===== src/sv/ffba_pkg.sv =====
// Shared types, constants and codes of the first-fit block allocator.
package ffba_pkg;

    localparam int HEAP_BYTES = 65536;
    localparam int GRANULE_BYTES = 16;
    localparam int GRANULES = HEAP_BYTES / GRANULE_BYTES;
    localparam int GRAN_W = $clog2(GRANULES);
    localparam int SIZE_W = GRAN_W;
    localparam int ENTRY_W = SIZE_W + 1;
    localparam int NEED_W = 13;
    localparam int TARGET_W = 12;
    localparam int CMP_W = (GRAN_W + 1 > NEED_W) ? GRAN_W + 1 : NEED_W;
    localparam int PAY_W = (GRAN_W + 5 > 16) ? GRAN_W + 5 : 16;

    localparam logic [GRAN_W-1:0] PROLOGUE_HDR = GRAN_W'(1);
    localparam logic [GRAN_W-1:0] FIRST_FREE_HDR = GRAN_W'(3);
    localparam logic [GRAN_W-1:0] TERM_HDR = GRAN_W'(GRANULES - 1);
    localparam logic [SIZE_W-1:0] PROLOGUE_SIZE = SIZE_W'(2);
    localparam logic [SIZE_W-1:0] FIRST_FREE_SIZE = SIZE_W'(GRANULES - 4);
    localparam logic [SIZE_W-1:0] SPLIT_MIN_GRANULES = SIZE_W'(3);
    localparam logic [16:0] NEED_ROUND = 17'd47;
    localparam logic [15:0] MIN_FREE_ADDR = 16'd32;

    localparam logic MODE_ALLOC = 1'b0;
    localparam logic MODE_FREE = 1'b1;

    localparam logic [1:0] STATUS_OK = 2'd0;
    localparam logic [1:0] STATUS_NOMEM = 2'd1;
    localparam logic [1:0] STATUS_BADADDR = 2'd2;

    typedef struct packed {
        logic        mode;
        logic [15:0] request_bytes;
        logic [15:0] free_address;
    } ffba_in_t;

    typedef struct packed {
        logic [15:0] payload_address;
        logic [1:0]  status;
    } ffba_out_t;

    typedef struct packed {
        logic              alloc;
        logic [SIZE_W-1:0] size;
    } hdr_entry_t;

    typedef enum logic [2:0] {
        S_INIT_PRO,
        S_INIT_FREE,
        S_INIT_TERM,
        S_IDLE,
        S_WALK,
        S_SPLIT,
        S_DONE
    } ffba_state_t;

endpackage


===== src/sv/ffba_ctrl.sv =====
// Sequencer that walks the block headers in the RAM and updates them.
module ffba_ctrl
    import ffba_pkg::*;
(
    input  logic                clk,
    input  logic                rst_n,
    input  logic                in_valid,
    output logic                in_ready,
    input  ffba_in_t            in_data,
    output logic                res_valid,
    input  logic                res_ready,
    output ffba_out_t           res_data,
    output logic [GRAN_W-1:0]   ram_rd_addr,
    input  logic [ENTRY_W-1:0]  ram_rd_data,
    output logic                ram_wr_en,
    output logic [GRAN_W-1:0]   ram_wr_addr,
    output logic [ENTRY_W-1:0]  ram_wr_data
);

    ffba_state_t         state_reg, state_next;
    logic                mode_reg;
    logic [NEED_W-1:0]   need_reg;
    logic [TARGET_W-1:0] target_reg;
    logic                bad_reg;
    logic [GRAN_W-1:0]   hdr_reg;
    logic [GRAN_W-1:0]   split_addr_reg;
    hdr_entry_t          split_data_reg;
    ffba_out_t           result_reg;

    logic                accept;
    logic [16:0]         need_sum;
    hdr_entry_t          ent;
    logic [GRAN_W:0]     sum;
    logic                at_end;
    logic                fit;
    logic                hit;
    logic                past;
    logic [SIZE_W-1:0]   extra;
    logic                walk_done;
    logic                walk_write;
    logic                walk_split;
    logic [1:0]          walk_status;
    hdr_entry_t          walk_wr_data;
    logic [PAY_W-1:0]    pay_full;

    assign accept = in_valid && in_ready;
    assign need_sum = {1'b0, in_data.request_bytes} + NEED_ROUND;

    assign ent = hdr_entry_t'(ram_rd_data);
    assign sum = {1'b0, hdr_reg} + {1'b0, ent.size};
    assign at_end = (sum >= (GRAN_W + 1)'(GRANULES));
    assign fit = !ent.alloc && (CMP_W'(ent.size) >= CMP_W'(need_reg));
    assign hit = (CMP_W'(hdr_reg) == CMP_W'(target_reg)) && (hdr_reg != PROLOGUE_HDR);
    assign past = CMP_W'(hdr_reg) > CMP_W'(target_reg);
    assign extra = ent.size - SIZE_W'(need_reg);
    assign pay_full = (PAY_W'(hdr_reg) + PAY_W'(1)) << 4;

    always_comb
    begin
        walk_done = 1'b0;
        walk_write = 1'b0;
        walk_split = 1'b0;
        walk_status = STATUS_OK;
        walk_wr_data = ent;
        if (mode_reg == MODE_ALLOC)
        begin
            priority if (ent.size == '0)
            begin
                walk_done = 1'b1;
                walk_status = STATUS_NOMEM;
            end
            else if (fit)
            begin
                walk_done = 1'b1;
                walk_write = 1'b1;
                walk_split = extra > SPLIT_MIN_GRANULES;
                walk_wr_data.alloc = 1'b1;
                if (walk_split)
                begin
                    walk_wr_data.size = SIZE_W'(need_reg);
                end
            end
            else if (at_end)
            begin
                walk_done = 1'b1;
                walk_status = STATUS_NOMEM;
            end
            else
            begin
                walk_done = 1'b0;
            end
        end
        else
        begin
            priority if (bad_reg || ent.size == '0 || past)
            begin
                walk_done = 1'b1;
                walk_status = STATUS_BADADDR;
            end
            else if (hit)
            begin
                walk_done = 1'b1;
                walk_write = 1'b1;
                walk_wr_data.alloc = 1'b0;
            end
            else if (at_end)
            begin
                walk_done = 1'b1;
                walk_status = STATUS_BADADDR;
            end
            else
            begin
                walk_done = 1'b0;
            end
        end
    end

    always_comb
    begin
        state_next = state_reg;
        unique case (state_reg)
            S_INIT_PRO:  state_next = S_INIT_FREE;
            S_INIT_FREE: state_next = S_INIT_TERM;
            S_INIT_TERM: state_next = S_IDLE;
            S_IDLE:
            begin
                if (in_valid)
                begin
                    state_next = S_WALK;
                end
            end
            S_WALK:
            begin
                if (walk_done)
                begin
                    state_next = walk_split ? S_SPLIT : S_DONE;
                end
            end
            S_SPLIT:     state_next = S_DONE;
            S_DONE:
            begin
                if (res_ready)
                begin
                    state_next = S_IDLE;
                end
            end
            default:     state_next = S_INIT_PRO;
        endcase
    end

    always_comb
    begin
        in_ready = 1'b0;
        res_valid = 1'b0;
        ram_rd_addr = PROLOGUE_HDR;
        ram_wr_en = 1'b0;
        ram_wr_addr = hdr_reg;
        ram_wr_data = ENTRY_W'(walk_wr_data);
        unique case (state_reg)
            S_INIT_PRO:
            begin
                ram_wr_en = 1'b1;
                ram_wr_addr = PROLOGUE_HDR;
                ram_wr_data = {1'b1, PROLOGUE_SIZE};
            end
            S_INIT_FREE:
            begin
                ram_wr_en = 1'b1;
                ram_wr_addr = FIRST_FREE_HDR;
                ram_wr_data = {1'b0, FIRST_FREE_SIZE};
            end
            S_INIT_TERM:
            begin
                ram_wr_en = 1'b1;
                ram_wr_addr = TERM_HDR;
                ram_wr_data = {1'b1, SIZE_W'(0)};
            end
            S_IDLE:
            begin
                in_ready = 1'b1;
            end
            S_WALK:
            begin
                ram_rd_addr = sum[GRAN_W-1:0];
                ram_wr_en = walk_write;
            end
            S_SPLIT:
            begin
                ram_wr_en = 1'b1;
                ram_wr_addr = split_addr_reg;
                ram_wr_data = ENTRY_W'(split_data_reg);
            end
            S_DONE:
            begin
                res_valid = 1'b1;
            end
            default:
            begin
                in_ready = 1'b0;
            end
        endcase
    end

    always_ff @(posedge clk or negedge rst_n)
    begin
        if (!rst_n)
        begin
            state_reg <= S_INIT_PRO;
        end
        else
        begin
            state_reg <= state_next;
        end
    end

    always_ff @(posedge clk)
    begin
        if (accept)
        begin
            mode_reg <= in_data.mode;
            need_reg <= need_sum[16:4];
            target_reg <= in_data.free_address[15:4] - TARGET_W'(1);
            bad_reg <= (in_data.free_address[3:0] != 4'd0)
                       || (in_data.free_address < MIN_FREE_ADDR);
            hdr_reg <= PROLOGUE_HDR;
        end
        else if (state_reg == S_WALK)
        begin
            if (walk_done)
            begin
                result_reg.status <= walk_status;
                result_reg.payload_address <=
                    (mode_reg == MODE_ALLOC && walk_status == STATUS_OK) ? pay_full[15:0] : '0;
                split_addr_reg <= hdr_reg + GRAN_W'(need_reg);
                split_data_reg <= '{alloc: 1'b0, size: extra};
            end
            else
            begin
                hdr_reg <= sum[GRAN_W-1:0];
            end
        end
    end

    assign res_data = result_reg;

endmodule


===== config.mk =====
export PLATFORM = sky130hd
export DESIGN_NAME = ffba_ctrl
export DESIGN_NICKNAME = d
export VERILOG_FILES = /design/src/sv/ffba_pkg.sv /design/src/sv/ffba_ctrl.sv
export SDC_FILE = /design/constraint.sdc
export NUM_CORES = 1
export LEC_CHECK = 0
export BUFFER_PORTS_ARGS = -buffer_cell sky130_fd_sc_hd__clkbuf_2
export CAP_MARGIN = 5
export CORE_MARGIN = 1.5
export CORE_UTILIZATION = 63
export CTS_BUF_LIST = sky130_fd_sc_hd__clkbuf_4 sky130_fd_sc_hd__clkbuf_8
export DETAILED_ROUTE_END_ITERATION = 12
export GPL_TIMING_DRIVEN = 0
export PLACE_DENSITY_LB_ADDON = 0.12
export SYNTH_ARGS = -nofsm -noshare
export SYNTH_HDL_FRONTEND = slang
export SYNTH_SLANG_ARGS = --single-unit

===== constraint.sdc =====
create_clock -name clk -period 9.15 [get_ports clk]
set_input_delay 1.83 -clock clk [delete_from_list [all_inputs] [get_ports clk]]
set_output_delay 1.83 -clock clk [all_outputs]
set_load 0.01 [all_outputs]

# == After elaboration in Yosys (flattened, before gate mapping) ==
# Index checks and enable logic that the tools add are counted.
# totals
elab_cells,91
out_inout_bits,58
register_bits,84
# op_classes
reduce_logical,16
bitwise,3
n_mux,39
eq_ne,11
addsub,6
order_cmp,5
# ops
operator,n
case mux 13 bit (4 select lines),1
case mux 12 bit (4 select lines),1
2-to-1 mux 12 bit,3
2-to-1 mux 13 bit,2
2-to-1 mux 1 bit,22
case mux 3 bit (7 select lines),1
adder 16 x 6 -> 17 bit (second input constant),1
less-than comparator 16 x 6 -> 1 bit (second input constant),1
adder 12 x 12 -> 13 bit,1
greater-or-equal comparator 12 x 13 -> 1 bit,1
greater-or-equal comparator 13 bit (second input constant),1
adder 12 x 1 -> 12 bit (second input constant),1
adder 12 bit,1
== test 12 bit,1
> comparator 12 bit,1
> comparator 12 x 2 -> 1 bit (second input constant),1
zero test 12 bit,1
inequality test 12 x 1 -> 1 bit (second input constant),1
subtractor 12 x 1 -> 12 bit (second input constant),1
subtractor 12 bit,1
2-to-1 mux 2 bit,5
== test 3 bit (second input constant),3
2-to-1 mux 3 bit,3
== test 3 x 2 -> 1 bit (second input constant),2
13 further kinds,23

# == Depth between registers and ports, before layout ==
# Gate-level depths: netlist (run 1).
# depth
depth_word,8
ltp_mapped,12
depth_no_buf,11

# == Worst setup path before layout (run 1) ==
# Ideal clock, no wire load.
# synth_path
path_kind,input to output
start,in ram_rd_data[0]
end,out ram_wr_data[0]
path_buffers,1
stages,12
arrival_time_ps,4328
path_slack_ps,2992
path_cell_list,inv_1 > ha_1 > fa_1 > nor2b_1 > o31a_2 > o311ai_1 > a2111oi_0 > nand4_1 > nor4_4 > nor2_2 > buf_6 > a221o_1
# synth_between
elab_chain_cells,7
elab_cells_between_ends,10
# synth_rtl
element,line,text
start: declaration,ffba_ctrl.sv:14,"input logic [ENTRY_W-1:0] ram_rd_data,"
subtractor 12 bit,ffba_ctrl.sv:55,assign extra = ent.size - SIZE_W'(need_reg);
named net extra[6],ffba_ctrl.sv:38,logic [SIZE_W-1:0] extra;
> comparator 12 x 2 -> 1 bit,ffba_ctrl.sv:76,walk_split = extra > SPLIT_MIN_GRANULES;
2-to-1 mux 12 bit,ffba_ctrl.sv:78,if (walk_split)
2-to-1 mux 13 bit,ffba_ctrl.sv:72,else if (fit)
2-to-1 mux 13 bit,ffba_ctrl.sv:67,priority if (ent.size == '0)
2-to-1 mux 12 bit,ffba_ctrl.sv:65,if (mode_reg == MODE_ALLOC)
case mux 13 bit (4 select lines),ffba_ctrl.sv:159,unique case (state_reg)
end: declaration,ffba_ctrl.sv:17,output logic [ENTRY_W-1:0] ram_wr_data
# The timed path passes the listed nets, and every way through them passes these cells.

# == Worst setup path after layout (run 1) ==
# layout_path
start,in ram_rd_data[0]
end,out ram_wr_data[4]
# The elaborated chain is that of the path after synthesis.

==> flow_summary.json, run 1 <==
{
  "hold_path.class": "flop to flop",
  "hold_ws_ps": 658,
  "synth_xor_area_share_pct": 7.31,
  "r2r_cells": 11,
  "crit_start": "ram_rd_data[0]",
  "placedCellCount": 873,
  "critPathTopFamily": "compound AO/OA/AOI/OAI gates",
  "grt_pass1_wl_mm": 26.0,
  "clock_sinks": 80,
  "slew_violations": 0,
  "layout_min_cycle_time_ps": 7380,
  "clockBufferDepth": 2,
  "path_max_fanout": 10,
  "synth_warnings": 0,
  "status": "completed",
  "netlist_instances": 637,
  "gp_congestion": 0.963,
  "num_antenna_cells": 0,
  "cts_setup_buffers": 0,
  "die_height_um": 101,
  "cts_root_buffer": "clkbuf_8",
  "stdcell_count": 888,
  "gr-total-overflow": 0,
  "critPathLaunchType": "input port",
  "vdd_drop_max_v": 0.000123,
  "path_class": "input port to output pin",
  "grtUsageTotal_pct": 33.5,
  "layout_commonest_cell": "clkbuf_2",
  "largest_register_ffs": 14,
  "finalHoldViolCount": 0,
  "tightest_slew_ps": 1150,
  "synth.mux.area_fraction_pct": 1.67,
  "worst_path_max_delay_cell": "a2111oi_0",
  "rr_endpoint": "split_addr_reg[5]$_DFFE_PP_",
  "grt_max_degree": 37,
  "max_cap_viol_count": 0,
  "cts_hold_buffers": 0,
  "vias_per_cell": 6.17,
  "slew_headroom_pct": 22.9,
  "fp.dieW_um": 101,
  "p_leak_nw": 3.00,
  "drtPass1Iterations": 7,
  "syn_area_per_cell_um2": 9.41,
  "fmax_mhz": 136,
  "dp_hpwl_mm": 12.3,
  "dieArea_um2": 10100,
  "first_global_vias": 5494,
  "ys_types": 67,
  "detail-route-antenna-nets": 0,
  "crit_top_cell": "clkbuf_2",
  "syn2layout_area_growth_pct": 15.5,
  "endpoint": "ram_wr_data[4]",
  "cp-end-kind": "output pin",
  "critical_path_buf_inv_count": 4,
  "synth_seq_cells": 80,
  "worstSkewPairLatency_ps": 350,
  "post-route-period-util_pct": 80.6,
  "setup_viol": 0,
  "async_flop_share_pct": 3.75,
  "cpPeakStageDelay_ps": 760,
  "synth_area_um2": 5990,
  "wirelength_mm": 16.2,
  "drive_gt1_share_pct": 19.5,
  "grt_antenna_before_repair": 0,
  "synth_ff_type": "edfxtp_1",
  "setup_tns_ps": 0,
  "layout.nets": 858,
  "ioPinCount": 108,
  "clk_pin_slew_worst_paths_ps": 90,
  "core-area_um2": 9240,
  "worst-path-stages": 14,
  "cts_max_level": 3,
  "synth_edf_count": 65,
  "cp.arrival_ps": 5550,
  "initial_utilization_pct": 64.8,
  "drc_errors": 0,
  "synth_top_family_by_area": "compound AO/OA/AOI/OAI gates",
  "rsz0062_at_grt": "false",
  "num_rows": 35,
  "cts_resized": 0,
  "synthAdderAreaFrac_pct": 11.4,
  "cts_tree": "done",
  "vias": 5477,
  "io_buffers": 103,
  "crit_path_cell_trace": "clkbuf_2, inv_1, ha_1, fa_1, nor2b_1, o31a_2, o311ai_1, a2111oi_0, nand4_1, nor4_4, nor2_2, buf_6, a221o_1, clkbuf_2",
  "p_per_area_nw_per_um2": 287,
  "rrSetupSlack_ps": 5190,
  "synth-compound-area-share_pct": 18.3,
  "layout_common_cells": "104 x clkbuf_2, 69 x inv_1, 69 x nor2_1",
  "synthSimpleGateAreaFrac_pct": 17.5,
  "r2r_start": "hdr_reg[0]$_SDFFE_PP1P_",
  "cts_buffers": 9,
  "wl_per_cell_um": 18.3,
  "required_ps": 7320,
  "yosysSeqAreaShare_pct": 37.8,
  "fin_skew_ps": 13.3,
  "drtIter0Drc": 418
}
## where the power goes
part / switching, W / internal (W) / total (W)
registers: 0.000102 / 0.000496 / 0.000597
clock network: 0.000133 / 0.000158 / 0.000290
logic: 0.000639 / 0.000460 / 0.00110
## cell families (layout without fill, tap and decap cells)
logic type	after synthesis	in the layout
compound gates	149	149
xor+xnor	50	50
fa+ha+maj	53	53
buf+inv	86	205
flops	80	80
mux	10	10
other cells	1	4
simple gates	208	208
## layout make-up
class                      instances  area (um2)
clock inverter                     4        70.1
multi-input combinational        474        3390
clock buffer                      11         139
fill                             699        2320
inverter                          70         263
sequential                        80        2270
timing repair buffer             104         536
buffer                            16        95.1
tap                              129         161
## per-layer routing
| metal | wire [um] | vias to the layer above | track usage (%) |
|---|---|---|---|
| met5 | 0 | - | 0 |
| met4 | 796 | 0 | 20.8 |
| met3 | 1190 | 69 | 4.79 |
| met2 | 8070 | 270 | 58.9 |
| met1 | 6170 | 2579 | 38.5 |
| li1 | - | 2559 | - |
## Yosys cell counts (all sizes together), types with 2 or more instances
master    n  area, um2
dfxtp    12        240
o311ai    5       43.8
o31ai     7       52.6
or4       3       23.8
a2111oi   3       26.3
dfrtp     3       75.1
o21a      7       52.6
mux2i    10        100
or2       7       43.8
and3      7       43.8
xor2     17        149
nand4     6       37.5
o41a      2       22.5
buf       7       60.1
ha       50        626
fa        3       60.1
nor3b     2       15.0
nor2b    18        113
a21o      4       30.0
a211o     2       18.8
o21ai    23        126
nor3     14       70.1
inv      69        259
nand3    16       80.1
and2      9       56.3
a221o    22        221
nand2    30        113
clkbuf    9       33.8
a21oi    45        229
o211ai    3       22.5
a21boi    3       22.5
o31a      7       65.1
nor4     12       90.1
a211oi    5       50.1
xnor2    33        289
nor2     71        269
o41ai     2       36.3
nand2b    8       50.1
edfxtp   65       1950
## worst register-to-register path, delay by kind of cell, from the launching register on
family / cells / cell delay, ps
buffers and inverters: 2 / 330
adder cells (fa/ha/maj): 2 / 680
AO/OA/AOI/OAI: 3 / 1250
flip-flops: 1 / 560
AND/OR/NAND/NOR: 4 / 830
## how the worst min path moves through the flow
stage,end,startpoint,slack [ps],cells after the start
2_1_floorplan,hdr_reg[1]$_SDFFE_PP0P_,hdr_reg[1]$_SDFFE_PP0P_,560,2
3_3_place_gp,split_addr_reg[0]$_DFFE_PP_,need_reg[0]$_DFFE_PP_,630,1
3_5_place_dp,split_addr_reg[0]$_DFFE_PP_,need_reg[0]$_DFFE_PP_,640,1
4_1_cts,split_addr_reg[0]$_DFFE_PP_,need_reg[0]$_DFFE_PP_,670,1
5_1_grt,split_addr_reg[0]$_DFFE_PP_,need_reg[0]$_DFFE_PP_,690,1
6_report,split_addr_reg[0]$_DFFE_PP_,need_reg[0]$_DFFE_PP_,660,1
## per-stage QoR
step                      instance area [um2]  worst slack, ps  utilization [%]  total power [W]
after floorplan                          6000             2990                -          0.00133
after global placement                   6680             2020             72.3          0.00162
after detailed placement                 6710             2040             72.6          0.00167
after CTS                                6920             1970             74.9          0.00196
after global routing                     6920             1720             74.9          0.00211
final                                    6920             1770             74.9          0.00199
(Power assumes the default switching activity.)
==> run 2, diff against run 1 <==
--- a/config.mk
+++ b/config.mk
@@ -8,7 +8,7 @@
 export BUFFER_PORTS_ARGS = -buffer_cell sky130_fd_sc_hd__clkbuf_2
 export CAP_MARGIN = 5
 export CORE_MARGIN = 1.5
-export CORE_UTILIZATION = 63
+export CORE_UTILIZATION = 59
 export CTS_BUF_LIST = sky130_fd_sc_hd__clkbuf_4 sky130_fd_sc_hd__clkbuf_8
 export DETAILED_ROUTE_END_ITERATION = 12
 export GPL_TIMING_DRIVEN = 0
==> constraint.sdc (replaced) <==
create_clock -name clk -period 7.2 [get_ports clk]
set_input_delay 1.44 -clock clk [delete_from_list [all_inputs] [get_ports clk]]
set_output_delay 1.44 -clock clk [all_outputs]
set_load 0.01 [all_outputs]
==> run 2 against run 1 <==
Effect of this change: worst hold slack worse by 13 ps; register-to-register slack got worse by 2100 ps; sequential share of layout area decreased by 0.17 points; total power increased by 29%; sequential power up 27%; clock power is 40% higher; via count down 2.7%; largest power group unchanged; highest routed layer unchanged.
==> flow_summary.json, run 2 (same netlist as run 1, synthesis figures left out) <==
{
  "path_max_fanout": 10,
  "cpPeakStageDelay_ps": 650,
  "placedCellCount": 877,
  "drc_errors": 0,
  "cts_setup_buffers": 0,
  "initial_utilization_pct": 61.0,
  "layout.nets": 858,
  "clk_pin_slew_worst_paths_ps": 80,
  "crit_top_cell": "clkbuf_2",
  "setup_tns_ps": 0,
  "tightest_slew_ps": 1210,
  "final_area_um2": 6950,
  "dp_hpwl_mm": 12.2,
  "ioPinCount": 108,
  "io_buffers": 103,
  "holdPathStages": 1,
  "clockBufferDepth": 2,
  "fp.dieW_um": 104,
  "critPathTopFamily": "compound AO/OA/AOI/OAI gates",
  "clock_sinks": 80,
  "cp-end-kind": "output pin",
  "rrSetupSlack_ps": 3070,
  "grt_pass1_wl_mm": 25.2,
  "grt_max_degree": 37,
  "cts_resized": 0,
  "layout_min_cycle_time_ps": 6390,
  "cts_buffers": 9,
  "first_global_vias": 5108,
  "vias_per_cell": 5.97,
  "fmax_mhz": 156,
  "grtUsageTotal_pct": 29.9,
  "worst_path_max_delay_cell": "a2111oi_0",
  "status": "completed",
  "gp_congestion": 0.973,
  "max_cap_viol_count": 0,
  "p_leak_nw": 3.01,
  "setup_viol": 0,
  "syn2layout_area_growth_pct": 16.0,
  "hold_path.class": "flop to flop",
  "p_per_area_nw_per_um2": 369,
  "rsz0062_at_grt": "false",
  "post-route-period-util_pct": 88.8,
  "drtIter0Drc": 413,
  "placed_cell_area_um2": 6710,
  "grt_antenna_before_repair": 0,
  "critPathLaunchType": "input port",
  "num_antenna_cells": 0,
  "r2r_cells": 11,
  "num_rows": 36,
  "slew_violations": 0,
  "vias": 5331,
  "drtPass1Iterations": 6,
  "layout_common_cells": "104 x clkbuf_2, 69 x inv_1, 69 x nor2_1",
  "cts_tree": "done",
  "dieArea_um2": 10800,
  "drive_gt1_share_pct": 19.6,
  "core-area_um2": 9820,
  "wl_per_cell_um": 17.8,
  "cts_hold_buffers": 0,
  "stdcell_count": 893,
  "cts_max_level": 3,
  "fin_skew_ps": 10.9,
  "worst-path-stages": 14,
  "required_ps": 5760,
  "layout_commonest_cell": "clkbuf_2",
  "path_class": "input port to output pin",
  "slew_headroom_pct": 18.9,
  "crit_path_cell_trace": "clkbuf_2, inv_1, ha_1, fa_1, nor2b_1, o31a_2, o311ai_1, a2111oi_0, nand4_1, nor4_4, nor2_2, buf_6, a221o_1, clkbuf_2",
  "die_height_um": 104,
  "critical_path_buf_inv_count": 4,
  "gr-total-overflow": 0,
  "cts_root_buffer": "clkbuf_8",
  "wirelength_mm": 15.9,
  "vdd_drop_max_v": 0.000191,
  "cp.arrival_ps": 4950,
  "largest_register_ffs": 14,
  "finalHoldViolCount": 0,
  "worstSkewPairLatency_ps": 370,
  "detail-route-antenna-nets": 0
}
run 2: cell types whose count changed in the layout (fill, tap and decap cells not counted), sizes merged:
cell	change
clkbuf	-1
clkinvlp	+1
bufinv	+1
run 2: routing by layer:
metal  global-route usage [%]  vias up  share of wire (%)
li1                         -     2553                  -
met1                     36.5     2475                 39
met2                     52.0      255                 50
met3                     4.41       48                7.5
met4                     14.7        0                3.2
met5                        0        -                  0
run 2: layout make-up:
class	count	area, um2
buffer	16	95.1
clock buffer	10	131
clock inverter	6	108
fill	832	2870
inverter	70	263
multi-input combinational	474	3390
sequential	80	2270
tap	133	166
timing repair buffer	104	536
run 2: stage by stage:
step | worst slack [ps] | hold WS [ps] | utilization, % | total power [W]
after CTS | 933 | 664 | 70.8 | 0.00254
after global placement | 446 | 628 | 68.1 | 0.00206
final | 809 | 645 | 70.8 | 0.00257
after detailed placement | 971 | 648 | 68.4 | 0.00213
after global routing | 684 | 680 | 70.8 | 0.00272
after floorplan | 1820 | 557 | - | 0.00170
run 2: final timing paths:
path / startpoint / endpoint
worst min register to register: need_reg[0]$_DFFE_PP_ / split_addr_reg[0]$_DFFE_PP_
worst min-delay path: need_reg[0]$_DFFE_PP_ / split_addr_reg[0]$_DFFE_PP_
min in group asynchronous: rst_n / state_reg[1]$_DFFE_PN0P_
max in group asynchronous: rst_n / state_reg[2]$_DFFE_PN0P_
worst max-delay path: ram_rd_data[0] / ram_wr_data[0]
worst max register to register: hdr_reg[0]$_SDFFE_PP1P_ / split_data_reg[1]$_DFFE_PP_
run 2: where the power goes:
group	total [W]	internal [W]	switching [W]
combinational	0.00140	0.000585	0.000814
clock	0.000407	0.000233	0.000174
sequential	0.000759	0.000630	0.000130
total	0.00257	0.00145	0.00112
==> run 3, diff against run 2 <==
--- a/config.mk
+++ b/config.mk
@@ -7,8 +7,10 @@
 export LEC_CHECK = 0
 export BUFFER_PORTS_ARGS = -buffer_cell sky130_fd_sc_hd__clkbuf_2
 export CAP_MARGIN = 5
+export CELL_PAD_IN_SITES_DETAIL_PLACEMENT = 1
+export CELL_PAD_IN_SITES_GLOBAL_PLACEMENT = 2
 export CORE_MARGIN = 1.5
-export CORE_UTILIZATION = 59
+export CORE_UTILIZATION = 36
 export CTS_BUF_LIST = sky130_fd_sc_hd__clkbuf_4 sky130_fd_sc_hd__clkbuf_8
 export DETAILED_ROUTE_END_ITERATION = 12
 export GPL_TIMING_DRIVEN = 0
==> constraint.sdc (replaced) <==
create_clock -name clk -period 7.2 [get_ports clk]
set_input_delay 0.72 -clock clk [delete_from_list [all_inputs] [get_ports clk]]
set_output_delay 0.72 -clock clk [all_outputs]
set_load 0.01 [all_outputs]
==> run 3 against run 2 <==
Effect of this change: wire length is 19% higher; clock skew is 1.3 ps lower; maximum frequency is 29% higher; sequential power is 1% higher; count of clock-buffer cells in the layout is 3 higher; register-to-register slack worse by 50 ps; critical path depth stayed put; flip-flop and latch count stayed put; first-iteration DRC count is 39% lower; via count is 0.68% lower; non-clock buffer count is 1 higher; critical path type unchanged; critical endpoint is now ram_wr_data[11].
==> flow_summary.json, run 3 (same netlist as run 1, synthesis figures left out) <==
{
  "wl_per_cell_um": 19.3,
  "initial_utilization_pct": 37.3,
  "ioPinCount": 108,
  "setup_viol": 0,
  "dp_hpwl_mm": 15.1,
  "wirelength_mm": 18.8,
  "max_cap_viol_count": 0,
  "post-route-period-util_pct": 68.7,
  "crit_top_cell": "clkbuf_2",
  "rrSetupSlack_ps": 3020,
  "rr_endpoint": "split_data_reg[8]$_DFFE_PP_",
  "p_leak_nw": 2.98,
  "layout.nets": 859,
  "r2r_cells": 10,
  "grt_antenna_before_repair": 0,
  "cp-end-kind": "output pin",
  "dieArea_um2": 17400,
  "cts_max_level": 3,
  "cts_setup_buffers": 0,
  "cpPeakStageDelay_ps": 650,
  "vdd_drop_max_v": 0.000187,
  "status": "completed",
  "finalHoldViolCount": 0,
  "placedCellCount": 960,
  "path_max_fanout": 10,
  "vias_per_cell": 5.42,
  "grt_pass1_wl_mm": 29.3,
  "path_class": "input port to output pin",
  "r2r_start": "hdr_reg[1]$_SDFFE_PP0P_",
  "clk_pin_slew_worst_paths_ps": 80,
  "clockBufferDepth": 2,
  "cts_hold_buffers": 0,
  "cp.arrival_ps": 4230,
  "drtIter0Drc": 253,
  "syn2layout_area_growth_pct": 16.9,
  "slew_violations": 0,
  "core-area_um2": 16100,
  "dp_slack_ps": 2270,
  "die_height_um": 132,
  "worst_path_max_delay_cell": "a2111oi_0",
  "drive_gt1_share_pct": 19.6,
  "num_antenna_cells": 0,
  "p_total_w": 0.00254,
  "slew_headroom_pct": 25.5,
  "drtPass1Iterations": 5,
  "tightest_slew_ps": 1110,
  "cts_tree": "done",
  "hold_path.class": "input port to async pin",
  "layout_min_cycle_time_ps": 4950,
  "gr-total-overflow": 0,
  "cts_buffers": 9,
  "required_ps": 6480,
  "fmax_mhz": 202,
  "layout_commonest_cell": "clkbuf_2",
  "setup_tns_ps": 0,
  "first_global_vias": 5346,
  "grt_max_degree": 37,
  "gp_congestion": 0.851,
  "detail-route-antenna-nets": 0,
  "setup_slack_ps": 2250,
  "crit_path_cell_trace": "clkbuf_2, inv_1, ha_1, fa_1, nor2b_1, o31a_2, o311ai_1, a2111oi_0, nand4_1, nor4_4, nor2_2, buf_6, a221o_1, clkbuf_2",
  "drc_errors": 0,
  "p_per_area_nw_per_um2": 362,
  "cts_root_buffer": "clkbuf_8",
  "worstSkewPairLatency_ps": 380,
  "fp.dieW_um": 132,
  "critPathLaunchType": "input port",
  "largest_register_ffs": 14,
  "num_rows": 46,
  "vias": 5295,
  "fin_skew_ps": 9.57,
  "clock_sinks": 80,
  "grtUsageTotal_pct": 21.9,
  "cts_resized": 0,
  "stdcell_count": 977,
  "io_buffers": 103,
  "rsz0062_at_grt": "false",
  "layout_common_cells": "104 x clkbuf_2, 69 x inv_1, 69 x nor2_1"
}
[run 3: worst max-delay path: cells and delay by family]
kind                       cells  cell delay, ps
AOI/OAI and AO/OA              4            1330
buffers and inverters          4             520
and+or+nand+nor                4            1030
adders and majority gates      2             630
[run 3: routing by layer]
metal,routed length [um],track usage [%]
met1,8700,29.0
met2,8950,37.1
met3,911,3.31
met4,272,5.93
met5,0,0
[run 3: cell type report]
cell class	instances	area, um2
Inverter	70	263
Sequential cell	80	2270
Multi-Input combinational cell	474	3390
Clock inverter	3	18.8
Tap cell	216	270
Buffer	16	95.1
Timing Repair Buffer	105	543
Fill cell	1900	9050
Clock buffer	13	160
[run 3: report_power, final]
part           switching [W]  internal (W)  total, W
clock               0.000176      0.000146  0.000321
combinational       0.000855      0.000589   0.00144
sequential          0.000140      0.000630  0.000770
total                0.00117       0.00136   0.00254
[run 3: worst max path at each step]
stage	start	endpoint	slack (ps)	cells past startpoint
after floorplan	ram_rd_data[0]	res_data[0]$_DFFE_PP_	2620	10
after global placement	ram_rd_data[0]	split_addr_reg[6]$_DFFE_PP_	990	11
after detailed placement	ram_rd_data[0]	ram_wr_data[11]	2270	14
after CTS	ram_rd_data[0]	ram_wr_data[11]	2270	14
after global routing	ram_rd_data[0]	ram_wr_data[11]	2030	14
final	ram_rd_data[0]	ram_wr_data[11]	2250	14
[run 3: metrics by stage]
| stage | util [%] | instance area, um2 | hold slack [ps] |
|---|---|---|---|
| after floorplan | - | 6000 | 424 |
| after global routing | 43.6 | 7000 | 105 |
| final | 43.6 | 7000 | 120 |
| after global placement | 42.3 | 6790 | 515 |
| after CTS | 43.6 | 7000 | 107 |
| after detailed placement | 42.5 | 6820 | 517 |
